$ cat config.mk
export PLATFORM = sky130hd
export DESIGN_NAME = cooperative_task_timer_table_core
export DESIGN_NICKNAME = d
export VERILOG_FILES = /design/src/ctt_pkg.sv /design/src/ctt_div.sv /design/src/ctt_cell.sv /design/src/ctt_head_update.sv /design/src/cooperative_task_timer_table_core.sv
export SDC_FILE = /design/constraint.sdc
export NUM_CORES = 2
export LEC_CHECK = 0
export BUFFER_PORTS_ARGS = -buffer_cell sky130_fd_sc_hd__buf_2
export CORE_MARGIN = 3
export CORE_UTILIZATION = 55
export CTS_BUF_LIST = sky130_fd_sc_hd__clkbuf_16
export CTS_CLUSTER_DIAMETER = 100
export DETAILED_ROUTE_END_ITERATION = 12
export GPL_ROUTABILITY_DRIVEN = 0
export PLACE_DENSITY = 0.71
export SYNTH_ARGS = -nofsm -noshare
export SYNTH_HDL_FRONTEND = slang
export SYNTH_SLANG_ARGS = --single-unit
$ cat constraint.sdc
create_clock -name clk -period 7.5 [get_ports clk]
set_clock_uncertainty 0.2 [all_clocks]
set_input_delay 1.5 -clock clk [delete_from_list [all_inputs] [get_ports clk]]
set_output_delay 1.5 -clock clk [all_outputs]
set_load 0.005 [all_outputs]
$ cat src/ctt_pkg.sv
// Shared types and constants for the cooperative task timer table.
package ctt_pkg;

    // Input action codes
    typedef enum logic [1:0] {
        ACT_TICK     = 2'd0,
        ACT_ADD      = 2'd1,
        ACT_DISPATCH = 2'd2,
        ACT_DELETE   = 2'd3
    } action_t;

    // Result status codes
    typedef enum logic [1:0] {
        ST_OK    = 2'd0,
        ST_FULL  = 2'd1,
        ST_EMPTY = 2'd2,
        ST_NONE  = 2'd3
    } status_t;

    localparam int TAG_W       = 8;
    localparam int TIME_W      = 32;
    localparam int RUNS_W      = 8;
    localparam int SN_W        = 3;
    localparam int IDX_W       = 4;
    localparam int MAX_RESULTS = 8;
    localparam int CNT_W       = 4;

    // One task slot
    typedef struct packed {
        logic              valid;
        logic [TAG_W-1:0]  tag;
        logic [TIME_W-1:0] countdown;
        logic [TIME_W-1:0] period;
        logic [RUNS_W-1:0] pending;
    } slot_rec_t;

    // Command seen by the head update logic
    typedef struct packed {
        action_t           action;
        logic [TAG_W-1:0]  tag;
        logic [TIME_W-1:0] countdown;
        logic [TIME_W-1:0] period;
        logic              sel;
        logic              may_place;
        logic              may_dispatch;
    } head_cmd_t;

    // Events raised by the head update logic
    typedef struct packed {
        logic placed;
        logic dispatched;
        logic deleted_valid;
    } head_evt_t;

    // One result word
    typedef struct packed {
        status_t          status;
        logic [IDX_W-1:0] slot_index;
        logic [TAG_W-1:0] run_tag;
        logic             last;
    } result_t;

endpackage

$ cat src/ctt_div.sv
// Divider of a 32-bit value by the fixed tick length through reciprocal multiplication.
module ctt_div #(
    parameter int DIVISOR = 10
) (
    input  logic                       clk,
    input  logic                       rst_n,
    input  logic                       start,
    input  logic [ctt_pkg::TIME_W-1:0] dividend,
    output logic                       busy,
    output logic [ctt_pkg::TIME_W-1:0] quotient
);
    import ctt_pkg::*;

    localparam int HALF_W   = TIME_W / 2;
    localparam int RECIP_SH = TIME_W + $clog2(DIVISOR);
    localparam int RECIP_W  = TIME_W + 1;
    localparam int PART_W   = HALF_W + RECIP_W;
    localparam int SUM_W    = TIME_W + RECIP_W;
    localparam logic [63:0] RECIP_FULL =
        ((64'd1 << RECIP_SH) + 64'(DIVISOR) - 64'd1) / 64'(DIVISOR);
    localparam logic [RECIP_W-1:0] RECIP = RECIP_W'(RECIP_FULL);

    typedef enum logic [1:0] {
        PH_IDLE,
        PH_MUL,
        PH_SUM
    } phase_t;

    phase_t            phase_reg, phase_next;
    logic [TIME_W-1:0] x_reg, x_next;
    logic [PART_W-1:0] plo_reg, plo_next;
    logic [PART_W-1:0] phi_reg, phi_next;
    logic [TIME_W-1:0] quo_reg, quo_next;
    logic [SUM_W-1:0]  sum;
    logic [SUM_W-1:0]  sum_sh;

    // Multiply both dividend halves by the reciprocal, then add and scale down
    always_comb
    begin
        sum        = {phi_reg, {HALF_W{1'b0}}} + SUM_W'(plo_reg);
        sum_sh     = sum >> RECIP_SH;
        phase_next = phase_reg;
        x_next     = x_reg;
        plo_next   = plo_reg;
        phi_next   = phi_reg;
        quo_next   = quo_reg;
        case (phase_reg)
            PH_MUL:
            begin
                plo_next   = PART_W'(x_reg[HALF_W-1:0]) * PART_W'(RECIP);
                phi_next   = PART_W'(x_reg[TIME_W-1:HALF_W]) * PART_W'(RECIP);
                phase_next = PH_SUM;
            end
            PH_SUM:
            begin
                quo_next   = sum_sh[TIME_W-1:0];
                phase_next = PH_IDLE;
            end
            default:
            begin
                phase_next = PH_IDLE;
            end
        endcase
        if (start)
        begin
            x_next     = dividend;
            phase_next = PH_MUL;
        end
    end

    always_ff @(posedge clk or negedge rst_n)
    begin
        if (!rst_n)
        begin
            phase_reg <= PH_IDLE;
            x_reg     <= '0;
            plo_reg   <= '0;
            phi_reg   <= '0;
            quo_reg   <= '0;
        end
        else
        begin
            phase_reg <= phase_next;
            x_reg     <= x_next;
            plo_reg   <= plo_next;
            phi_reg   <= phi_next;
            quo_reg   <= quo_next;
        end
    end

    assign busy     = (phase_reg != PH_IDLE);
    assign quotient = quo_reg;

endmodule

$ cat src/ctt_cell.sv
// One slot cell of the rotating slot chain.
module ctt_cell (
    input  logic               clk,
    input  logic               rst_n,
    input  logic               shift_en,
    input  ctt_pkg::slot_rec_t din,
    output ctt_pkg::slot_rec_t dout
);
    import ctt_pkg::*;

    slot_rec_t rec_reg, rec_next;

    // Take the neighbor's slot when the chain advances
    always_comb
    begin
        rec_next = shift_en ? din : rec_reg;
    end

    always_ff @(posedge clk or negedge rst_n)
    begin
        if (!rst_n)
            rec_reg <= '0;
        else
            rec_reg <= rec_next;
    end

    assign dout = rec_reg;

endmodule

$ cat src/ctt_head_update.sv
// Applies the current action to the slot at the head of the chain.
module ctt_head_update (
    input  ctt_pkg::head_cmd_t cmd,
    input  ctt_pkg::slot_rec_t head,
    output ctt_pkg::slot_rec_t rec_next,
    output ctt_pkg::head_evt_t evt
);
    import ctt_pkg::*;

    always_comb
    begin
        rec_next = head;
        evt      = '0;
        case (cmd.action)
            ACT_TICK:
            begin
                // Count down, or at zero fire and reload periodic slots
                if (head.valid)
                begin
                    if (head.countdown == '0)
                    begin
                        if (head.pending != '1)
                            rec_next.pending = head.pending + 1'b1;
                        if (head.period != '0)
                            rec_next.countdown = head.period;
                    end
                    else
                    begin
                        rec_next.countdown = head.countdown - 1'b1;
                    end
                end
            end
            ACT_ADD:
            begin
                // Fill the first free slot
                if (cmd.may_place && !head.valid)
                begin
                    rec_next.valid     = 1'b1;
                    rec_next.tag       = cmd.tag;
                    rec_next.countdown = cmd.countdown;
                    rec_next.period    = cmd.period;
                    rec_next.pending   = '0;
                    evt.placed         = 1'b1;
                end
            end
            ACT_DISPATCH:
            begin
                // Take one run off; free one-shot slots
                if (cmd.may_dispatch && head.pending != '0)
                begin
                    evt.dispatched   = 1'b1;
                    rec_next.pending = head.pending - 1'b1;
                    if (head.period == '0)
                        rec_next = '0;
                end
            end
            ACT_DELETE:
            begin
                if (cmd.sel)
                begin
                    evt.deleted_valid = head.valid;
                    rec_next          = '0;
                end
            end
            default:
            begin
                rec_next = head;
            end
        endcase
    end

endmodule

$ cat src/cooperative_task_timer_table_core.sv
// Top level of the cooperative task timer table.
// The slot table is a ring of SLOT_COUNT cells that rotates one slot per cycle past a
// single update head, so every action visits the slots in order, lowest first. A tick,
// a dispatch or a delete is accepted, steps the ring once per slot and then posts the
// closing word; an add first waits on two dividers that turn the delay and the period
// into ticks by multiplying with the reciprocal of the tick length. The rotation pauses
// whenever a result word is waiting and the output side is not ready. A new input word
// is taken only when the previous one is finished, while its last result may still wait
// in the output register. Dispatch returns up to eight words, one per slot with pending
// runs; every other action returns one word.
module cooperative_task_timer_table_core #(
    parameter int SLOT_COUNT = 8,
    parameter int TICK_MS    = 10
) (
    input  logic        clk,
    input  logic        rst_n,
    input  logic        s_axis_tvalid,
    output logic        s_axis_tready,
    // task_tag[7:0], delay_ms[39:8], period_ms[71:40], slot_number[74:72], zeros
    input  logic [79:0] s_axis_tdata,
    // action[1:0]
    input  logic [1:0]  s_axis_tuser,
    output logic        m_axis_tvalid,
    input  logic        m_axis_tready,
    // slot_index[3:0], run_tag[11:4], zeros
    output logic [15:0] m_axis_tdata,
    // status[1:0]
    output logic [1:0]  m_axis_tuser,
    output logic        m_axis_tlast
);
    import ctt_pkg::*;

    localparam int STEP_W = (SLOT_COUNT > 1) ? $clog2(SLOT_COUNT) : 1;
    localparam logic [STEP_W-1:0] STEP_LAST = STEP_W'(SLOT_COUNT - 1);
    localparam logic [IDX_W-1:0]  FULL_IDX  = IDX_W'(SLOT_COUNT);

    typedef enum logic [1:0] {
        S_IDLE,
        S_DIV,
        S_SWEEP,
        S_FINISH
    } state_t;

    state_t             state_reg, state_next;
    action_t            action_reg, action_next;
    logic [TAG_W-1:0]   tag_reg, tag_next;
    logic [SN_W-1:0]    sn_reg, sn_next;
    logic [STEP_W-1:0]  step_reg, step_next;
    logic               placed_reg, placed_next;
    logic [STEP_W-1:0]  place_idx_reg, place_idx_next;
    logic               was_valid_reg, was_valid_next;
    logic [CNT_W-1:0]   found_reg, found_next;
    logic               held_valid_reg, held_valid_next;
    result_t            held_reg, held_next;
    logic               out_valid_reg, out_valid_next;
    result_t            out_reg, out_next;

    logic               in_take;
    logic               out_free;
    logic               advance;
    logic               div_start;
    logic               delay_busy, period_busy;
    logic [TIME_W-1:0]  delay_q, period_q;
    logic [STEP_W+IDX_W-1:0] step_ext;
    logic [STEP_W+IDX_W-1:0] place_ext;
    logic [STEP_W+SN_W-1:0]  step_cmp, sn_cmp;
    head_cmd_t          cmd;
    head_evt_t          evt;
    slot_rec_t          head_next;
    slot_rec_t          chain [SLOT_COUNT];

    assign in_take   = s_axis_tvalid && s_axis_tready;
    assign out_free  = !out_valid_reg || m_axis_tready;
    assign advance   = (state_reg == S_SWEEP) && out_free;
    assign div_start = in_take && (action_t'(s_axis_tuser) == ACT_ADD);

    // Convert milliseconds to ticks
    ctt_div #(.DIVISOR(TICK_MS)) u_div_delay (
        .clk      (clk),
        .rst_n    (rst_n),
        .start    (div_start),
        .dividend (s_axis_tdata[39:8]),
        .busy     (delay_busy),
        .quotient (delay_q)
    );

    ctt_div #(.DIVISOR(TICK_MS)) u_div_period (
        .clk      (clk),
        .rst_n    (rst_n),
        .start    (div_start),
        .dividend (s_axis_tdata[71:40]),
        .busy     (period_busy),
        .quotient (period_q)
    );

    // Index arithmetic at fixed widths
    assign step_ext  = {{IDX_W{1'b0}}, step_reg};
    assign place_ext = {{IDX_W{1'b0}}, place_idx_reg};
    assign step_cmp  = {{SN_W{1'b0}}, step_reg};
    assign sn_cmp    = {{STEP_W{1'b0}}, sn_reg};

    // Build the head command
    always_comb
    begin
        cmd.action       = action_reg;
        cmd.tag          = tag_reg;
        cmd.countdown    = delay_q;
        cmd.period       = period_q;
        cmd.sel          = (step_cmp == sn_cmp);
        cmd.may_place    = !placed_reg;
        cmd.may_dispatch = (found_reg < CNT_W'(MAX_RESULTS));
    end

    ctt_head_update u_head (
        .cmd      (cmd),
        .head     (chain[0]),
        .rec_next (head_next),
        .evt      (evt)
    );

    // Slot ring: the updated head re-enters at the tail
    genvar gi;
    generate
        for (gi = 0; gi < SLOT_COUNT; gi++)
        begin : g_cell
            if (gi == SLOT_COUNT - 1)
            begin : g_tail
                ctt_cell u_cell (
                    .clk      (clk),
                    .rst_n    (rst_n),
                    .shift_en (advance),
                    .din      (head_next),
                    .dout     (chain[gi])
                );
            end
            else
            begin : g_body
                ctt_cell u_cell (
                    .clk      (clk),
                    .rst_n    (rst_n),
                    .shift_en (advance),
                    .din      (chain[gi+1]),
                    .dout     (chain[gi])
                );
            end
        end
    endgenerate

    // Sequencer and result path
    always_comb
    begin
        state_next      = state_reg;
        action_next     = action_reg;
        tag_next        = tag_reg;
        sn_next         = sn_reg;
        step_next       = step_reg;
        placed_next     = placed_reg;
        place_idx_next  = place_idx_reg;
        was_valid_next  = was_valid_reg;
        found_next      = found_reg;
        held_valid_next = held_valid_reg;
        held_next       = held_reg;
        out_valid_next  = out_valid_reg && !m_axis_tready;
        out_next        = out_reg;

        case (state_reg)
            S_IDLE:
            begin
                if (in_take)
                begin
                    action_next     = action_t'(s_axis_tuser);
                    tag_next        = s_axis_tdata[7:0];
                    sn_next         = s_axis_tdata[74:72];
                    step_next       = '0;
                    placed_next     = 1'b0;
                    place_idx_next  = '0;
                    was_valid_next  = 1'b0;
                    found_next      = '0;
                    held_valid_next = 1'b0;
                    state_next      = (action_t'(s_axis_tuser) == ACT_ADD) ? S_DIV : S_SWEEP;
                end
            end
            S_DIV:
            begin
                if (!delay_busy && !period_busy)
                    state_next = S_SWEEP;
            end
            S_SWEEP:
            begin
                if (advance)
                begin
                    if (evt.placed)
                    begin
                        placed_next    = 1'b1;
                        place_idx_next = step_reg;
                    end
                    if (evt.deleted_valid)
                        was_valid_next = 1'b1;
                    if (evt.dispatched)
                    begin
                        // Release the previous hit, it is not the last
                        if (held_valid_reg)
                        begin
                            out_valid_next = 1'b1;
                            out_next       = held_reg;
                        end
                        held_valid_next      = 1'b1;
                        held_next.status     = ST_OK;
                        held_next.slot_index = step_ext[IDX_W-1:0];
                        held_next.run_tag    = chain[0].tag;
                        held_next.last       = 1'b0;
                        found_next           = found_reg + 1'b1;
                    end
                    if (step_reg == STEP_LAST)
                        state_next = S_FINISH;
                    else
                        step_next = step_reg + 1'b1;
                end
            end
            S_FINISH:
            begin
                if (out_free)
                begin
                    out_valid_next      = 1'b1;
                    out_next.status     = ST_OK;
                    out_next.slot_index = '0;
                    out_next.run_tag    = '0;
                    out_next.last       = 1'b1;
                    case (action_reg)
                        ACT_ADD:
                        begin
                            if (placed_reg)
                                out_next.slot_index = place_ext[IDX_W-1:0];
                            else
                            begin
                                out_next.status     = ST_FULL;
                                out_next.slot_index = FULL_IDX;
                            end
                        end
                        ACT_DISPATCH:
                        begin
                            if (held_valid_reg)
                            begin
                                out_next      = held_reg;
                                out_next.last = 1'b1;
                            end
                            else
                                out_next.status = ST_NONE;
                        end
                        ACT_DELETE:
                        begin
                            out_next.status     = was_valid_reg ? ST_OK : ST_EMPTY;
                            out_next.slot_index = IDX_W'(sn_reg);
                        end
                        default:
                        begin
                            out_next.status = ST_OK;
                        end
                    endcase
                    state_next = S_IDLE;
                end
            end
            default:
            begin
                state_next = S_IDLE;
            end
        endcase
    end

    always_ff @(posedge clk or negedge rst_n)
    begin
        if (!rst_n)
        begin
            state_reg      <= S_IDLE;
            action_reg     <= ACT_TICK;
            step_reg       <= '0;
            placed_reg     <= 1'b0;
            was_valid_reg  <= 1'b0;
            found_reg      <= '0;
            held_valid_reg <= 1'b0;
            out_valid_reg  <= 1'b0;
        end
        else
        begin
            state_reg      <= state_next;
            action_reg     <= action_next;
            step_reg       <= step_next;
            placed_reg     <= placed_next;
            was_valid_reg  <= was_valid_next;
            found_reg      <= found_next;
            held_valid_reg <= held_valid_next;
            out_valid_reg  <= out_valid_next;
        end
    end

    // Payload registers
    always_ff @(posedge clk)
    begin
        tag_reg       <= tag_next;
        sn_reg        <= sn_next;
        place_idx_reg <= place_idx_next;
        held_reg      <= held_next;
        out_reg       <= out_next;
    end

    assign s_axis_tready = (state_reg == S_IDLE);
    assign m_axis_tvalid = out_valid_reg;
    assign m_axis_tdata  = {4'b0, out_reg.run_tag, out_reg.slot_index};
    assign m_axis_tuser  = out_reg.status;
    assign m_axis_tlast  = out_reg.last;

    // Checks
    a_busy_after_take: assert property (@(posedge clk) disable iff (!rst_n)
        in_take |=> !s_axis_tready)
        else $error("input taken while an item is in progress");

    a_div_done: assert property (@(posedge clk) disable iff (!rst_n)
        (state_reg == S_SWEEP) && (action_reg == ACT_ADD) |-> !delay_busy && !period_busy)
        else $error("slot sweep started before division finished");

    a_found_cap: assert property (@(posedge clk) disable iff (!rst_n)
        found_reg <= CNT_W'(MAX_RESULTS))
        else $error("dispatch exceeded result cap");

    a_held_dispatch: assert property (@(posedge clk) disable iff (!rst_n)
        held_valid_reg && (state_reg != S_IDLE) |-> (action_reg == ACT_DISPATCH))
        else $error("held result outside dispatch");

endmodule

# Yosys cells after proc, flatten, opt, wreduce, memory -nomap -nowiden
# Index checks and enable logic that the tools add are counted.
# word_totals
input_bits	86
regBits	1021
# classes
add_sub_neg	7
mul	4
n_reduce_logical	32
magnitude_cmp	1
mux	70
n_eq_ne	24
# ops
cell	count
$mux W81	4
$mul A16 B32 Y48 const B	4
$add A65 B49 Y65	2
$pmux W32 S4	1
$mux W32	3
$pmux W32 S3	1
$logic_not A32 Y1	2
$mux W15	4
$pmux W8 S4	1
$reduce_bool A32 Y1	1
$sub A32 B1 Y32 const B	1
$pmux W15 S2	1
$pmux W9 S3	1
$mux W2	12
$mux W8	3
$mux W1	18
$mux W4	4
$reduce_and A4 Y1	4
$mux W3	5
$ne A2 B2 Y1 const B	7
$eq A2 B2 Y1 const B	6
$mux W12	1
$pmux W3 S2	2
$pmux W4 S3	1
other kinds (24)	49

# Logic depth before layout (Yosys ltp)
# logic_depth
word_depth	7
depth_mapped	24
ltp_nobuf	23

# By module
# Synthesis repeated with hierarchy kept, for this count alone.
# hier_totals
cells_unflattened	5554
area_unflattened_um2	66107.2
# by_module_without_submodules
module	cells_each	instances	area_each_um2
ctt_cell	171	8	3410.8
ctt_div (u_div_delay)	1787	1	16812.4
ctt_div (u_div_period)	1761	1	16627.2
ctt_head_update	464	1	3029.2
cooperative_task_timer_table_core	174	1	2352.3

# Worst setup path after synthesis
# No wires, ideal clock.
# synth_timing
path_kind	reg2reg
start	register u_div_period.x_reg[10]
end	register u_div_period.plo_reg[44]
setup_slack_ns	1.304
synth_period_minus_slack_ns	6.196
stages_incl_launch_ff	24
arrival_time_ns	5.875
setup_ns	0.120
cell_sequence	dfrtp_1 ha_1 inv_1 fa_1 xnor2_1 ha_1 or2_2 fa_1 fa_1 inv_1 fa_1 inv_1 ha_1 clkbuf_1 a21o_1 a21oi_1 o21ai_0 nor3_1 o31ai_1 a31o_2 a22o_1 o21a_1 or3_1 a31o_2
# synth_between
elab_chain_cells	1
# synth_rtl
element	line	rtl
start, declared	ctt_div.sv:30	logic [TIME_W-1:0] x_reg, x_next;
start signal, assigned	ctt_div.sv:84	x_reg <= x_next;
$mul A16 B32 Y48	ctt_div.sv:50	plo_next = PART_W'(x_reg[HALF_W-1:0]) * PART_W'(RECIP);
end signal, assigned	ctt_div.sv:85	plo_reg <= plo_next;
end, declared	ctt_div.sv:31	logic [PART_W-1:0] plo_reg, plo_next;
# No other way between the ends.
# A chain may end at the register's enable or synchronous reset.

# Worst setup path in the final report
# layout_timing
start	register u_div_period.x_reg[17]
end	register u_div_period.phi_reg[46]
# layout_between
elab_chain_cells	1
# layout_rtl
element	line	rtl
$mul A16 B32 Y48	ctt_div.sv:51	phi_next = PART_W'(x_reg[TIME_W-1:HALF_W]) * PART_W'(RECIP);
end signal, assigned	ctt_div.sv:86	phi_reg <= phi_next;
end, declared	ctt_div.sv:32	logic [PART_W-1:0] phi_reg, phi_next;
# No other way between the ends.

==> results.toml <==
[clock_network]
path_clk_slew_ps = 60
cts_buffers = 105
cts_tree = "done"
htree_levels = 3
cts_setup_buffers = 0
cts_root_buf = "clkbuf_16"
insertion_delay_ps = 700
clk_path_buf_depth = 3
post_cts_resized = 0
cts.sinks = 988
hold_buffers = 0

[final_layout]
final_util_pct = 60.2
fill_cells = 9505
largest_reg_flops = 567
nNetsFinal = 7767
register_area_sq_um = 24900
multi_input_area_sq_um = 33200
area_growth_syn_to_layout_pct = 8.23
antenna_cells = 0
final_layout_size_suffix_gt1_share_pct = 5.47

[synthesis]
synthArstFlopShare_pct = 96.0
synth_compound_area_share_pct = 9.75
synthAdderAreaFrac_pct = 22.7
synth_top_family_by_area = "adder cells"
syn_inst = 6779
synth_edf_count = 40
yosysSeqAreaShare_pct = 40.4
synth_flop_cell = "dfrtp_1"
synthSimpleGateAreaFrac_pct = 17.6
synth_seq_cells = 988
synthMuxAreaShare_pct = 0.918
avgSynthCellArea_sq_um = 9.11
yosysUniqueCellTypes = 87
synth_xor_area_share_pct = 2.75
yosysWarnings = 0
netlist_area_sq_um = 61800

[setup_path]
crit_slowest_cell = "fa_1"
ff2ff_path_depth = 21
critPathCaptureType = "flop"
path_buf_inv = 4
crit_family = "adder cells"
path_class = "reg2reg"
cp.depth = 21
crit_arrival_ps = 7110
reg2reg_from = "u_div_period.x_reg[17]$_DFFE_PN0P_"
path_common_cell = "fa_1"
timing.rr.end = "u_div_period.phi_reg[46]$_DFFE_PN0P_"
cp_cell_sequence = "ha_1, fa_1, inv_1, fa_1, inv_1, fa_1, inv_1, fa_1, fa_1, inv_1, ha_1, a21o_1, a311o_1, a211oi_1, o31ai_1, a21oi_1, o21ai_0, a31oi_1, o41a_1, xor2_1, o21ai_0"
cp_data_required_time_ps = 7870
cpPeakStageDelay_ps = 580
startpoint_type = "flop"
crit_start = "u_div_period.x_reg[17]$_DFFE_PN0P_"
critPathCapture = "u_div_period.phi_reg[46]$_DFFE_PN0P_"
crit_path_max_fanout = 6
rrSetupSlack_ps = 760

[sta]
drv_slew = 0
slew-limit-headroom_pct = 16.6
setup_viol = 0
tightest_slew_ps = 1240
fmax_mhz = 148
fin_ws_ps = 756
tns_ps = 0
final_hold_viol_count = 0
period_share_pct = 89.9
rsz0062_at_grt = "no"
period_minus_slack_ps = 6740

[floorplan]
io_pins = 107
die_w_um = 341
row_count = 122
core-area_sq_um = 111000
die_area_sq_um = 116000
start_util_pct = 55.6
fp.dieH_um = 341

[placement]
place_ws_ps = 733
place_hpwl_um = 93700
portBuffers = 97

[flow_run]
drv_cap = 0

[drt]
initialDrtViolationCount = 3390
via_count = 44500
antenna_left = 0
viasPerCell = 5.35
first_pass_iters = 7
wl_per_cell_um = 15.6
routed_wirelength_um = 130000
drc = 0

[grt]
grt_overflow = 0
grt_max_degree = 211
grt_use_total_pct = 22.6
antenna_found_initial = 1
grt_pass1_wl_um = 220000
grt_pass1_vias = 44300

[outcome]
status = "finished clean"

[worst_hold_path]
min_path_type = "reg2reg"
## routing by layer
metal | share of wire [%] | vias up | routed length (um) | track usage, %
li1 | - | 21900 | - | -
met1 | 47 | 21600 | 60600 | 32.2
met2 | 47 | 884 | 60700 | 36.8
met3 | 4.2 | 191 | 5410 | 2.96
met4 | 2.3 | 0 | 3020 | 5.75
met5 | 0 | - | 0 | 0
## cells in the mapped netlist (11+ instances only)
master | number | area, sq um
nand4_1 | 35 | 219
a221oi_1 | 57 | 499
a211oi_1 | 21 | 158
ha_1 | 603 | 7540
and3_1 | 15 | 93.8
xnor2_1 | 124 | 1090
nor4_1 | 15 | 93.8
clkbuf_1 | 249 | 935
nand3_1 | 47 | 235
a222oi_1 | 13 | 130
o31ai_1 | 14 | 105
and2_1 | 24 | 150
o211ai_1 | 16 | 120
nand2_1 | 2146 | 8060
or3_1 | 11 | 68.8
nand2b_1 | 20 | 125
o21bai_1 | 31 | 233
nor2b_1 | 31 | 194
o21a_1 | 22 | 165
o21ai_0 | 337 | 1690
nor2_1 | 233 | 875
or2_2 | 18 | 113
a31oi_1 | 38 | 238
inv_1 | 702 | 2640
nor3_1 | 46 | 230
edfxtp_1 | 40 | 1200
a21o_1 | 86 | 646
dfrtp_1 | 948 | 23700
fa_1 | 323 | 6470
o21ai_1 | 15 | 75.1
mux2_2 | 45 | 507
xor2_1 | 70 | 613
a21oi_1 | 209 | 1050
## cell families after synthesis
| kind of cell | after synthesis |
|---|---|
| other cells | 1 |
| buf+inv | 970 |
| fa+ha+maj | 926 |
| flops | 988 |
| mux | 51 |
| compound gates | 963 |
| xor+xnor | 194 |
| simple gates | 2686 |
## stage by stage
stage / std cells / cell area [sq um] / hold slack [ps]
2_1_floorplan: 6782 / 61800 / 238
3_3_place_gp: 8136 / 63500 / 245
3_5_place_dp: 8136 / 63500 / 248
4_1_cts: 8325 / 66800 / 233
5_1_grt: 8325 / 66800 / 268
6_report: 8325 / 66800 / 236
## placed cells by master (no fill, tap or decap), types with 86 or more instances in the layout
master	synthesis	layout
fa_1	323	323
buf_2	4	96
clkbuf_16	0	105
a21o_1	86	86
ha_1	603	603
o21ai_0	337	337
nand2_1	2146	2145
nor2_1	233	232
inv_1	702	731
dfrtp_1	948	948
a21oi_1	209	209
xnor2_1	124	124
## worst min-delay path by stage
| stage | cells past startpoint | slack [ps] | startpoint | to |
|---|---|---|---|---|
| 6_report | 2 | 240 | g_cell[1].g_body.u_cell.dout[55]$_DFFE_PN0P_ | g_cell[0].g_body.u_cell.dout[55]$_DFFE_PN0P_ |
| 5_1_grt | 2 | 270 | g_cell[1].g_body.u_cell.dout[45]$_DFFE_PN0P_ | g_cell[0].g_body.u_cell.dout[45]$_DFFE_PN0P_ |
| 4_1_cts | 2 | 230 | g_cell[7].g_tail.u_cell.dout[19]$_DFFE_PN0P_ | g_cell[6].g_body.u_cell.dout[19]$_DFFE_PN0P_ |
| 3_5_place_dp | 2 | 250 | g_cell[2].g_body.u_cell.dout[0]$_DFFE_PN0P_ | g_cell[1].g_body.u_cell.dout[0]$_DFFE_PN0P_ |
| 3_3_place_gp | 2 | 250 | g_cell[5].g_body.u_cell.dout[9]$_DFFE_PN0P_ | g_cell[4].g_body.u_cell.dout[9]$_DFFE_PN0P_ |
| 2_1_floorplan | 2 | 240 | u_div_delay.quotient[4]$_DFFE_PN0N_ | u_div_delay.quotient[4]$_DFFE_PN0N_ |
## area by class of cell
type | instances | share of cell area (%)
clock buffers | 105 | 3.93
repair buffers | 134 | 1.33
inverters | 702 | 3.94
multi-input cells | 4824 | 49.7
clock inverters | 84 | 1.02
well taps | 1488 | 2.79
flip-flops and latches | 988 | 37.3
## worst register-to-register path, cell delays in order, from the launching register on
cell and delay [ps]:
dfrtp_1 430, ha_1 380, fa_1 580, inv_1 100, fa_1 490, inv_1 50, fa_1 530, inv_1 60
fa_1 460, fa_1 520, inv_1 40, ha_1 350, a21o_1 240, a311o_1 290, a211oi_1 510, o31ai_1 250
a21oi_1 230, o21ai_0 160, a31oi_1 330, o41a_1 220, xor2_1 130, o21ai_0 80
Power is not shown: default switching activity piles up to over one toggle a cycle in this logic, so the estimate is an artifact.
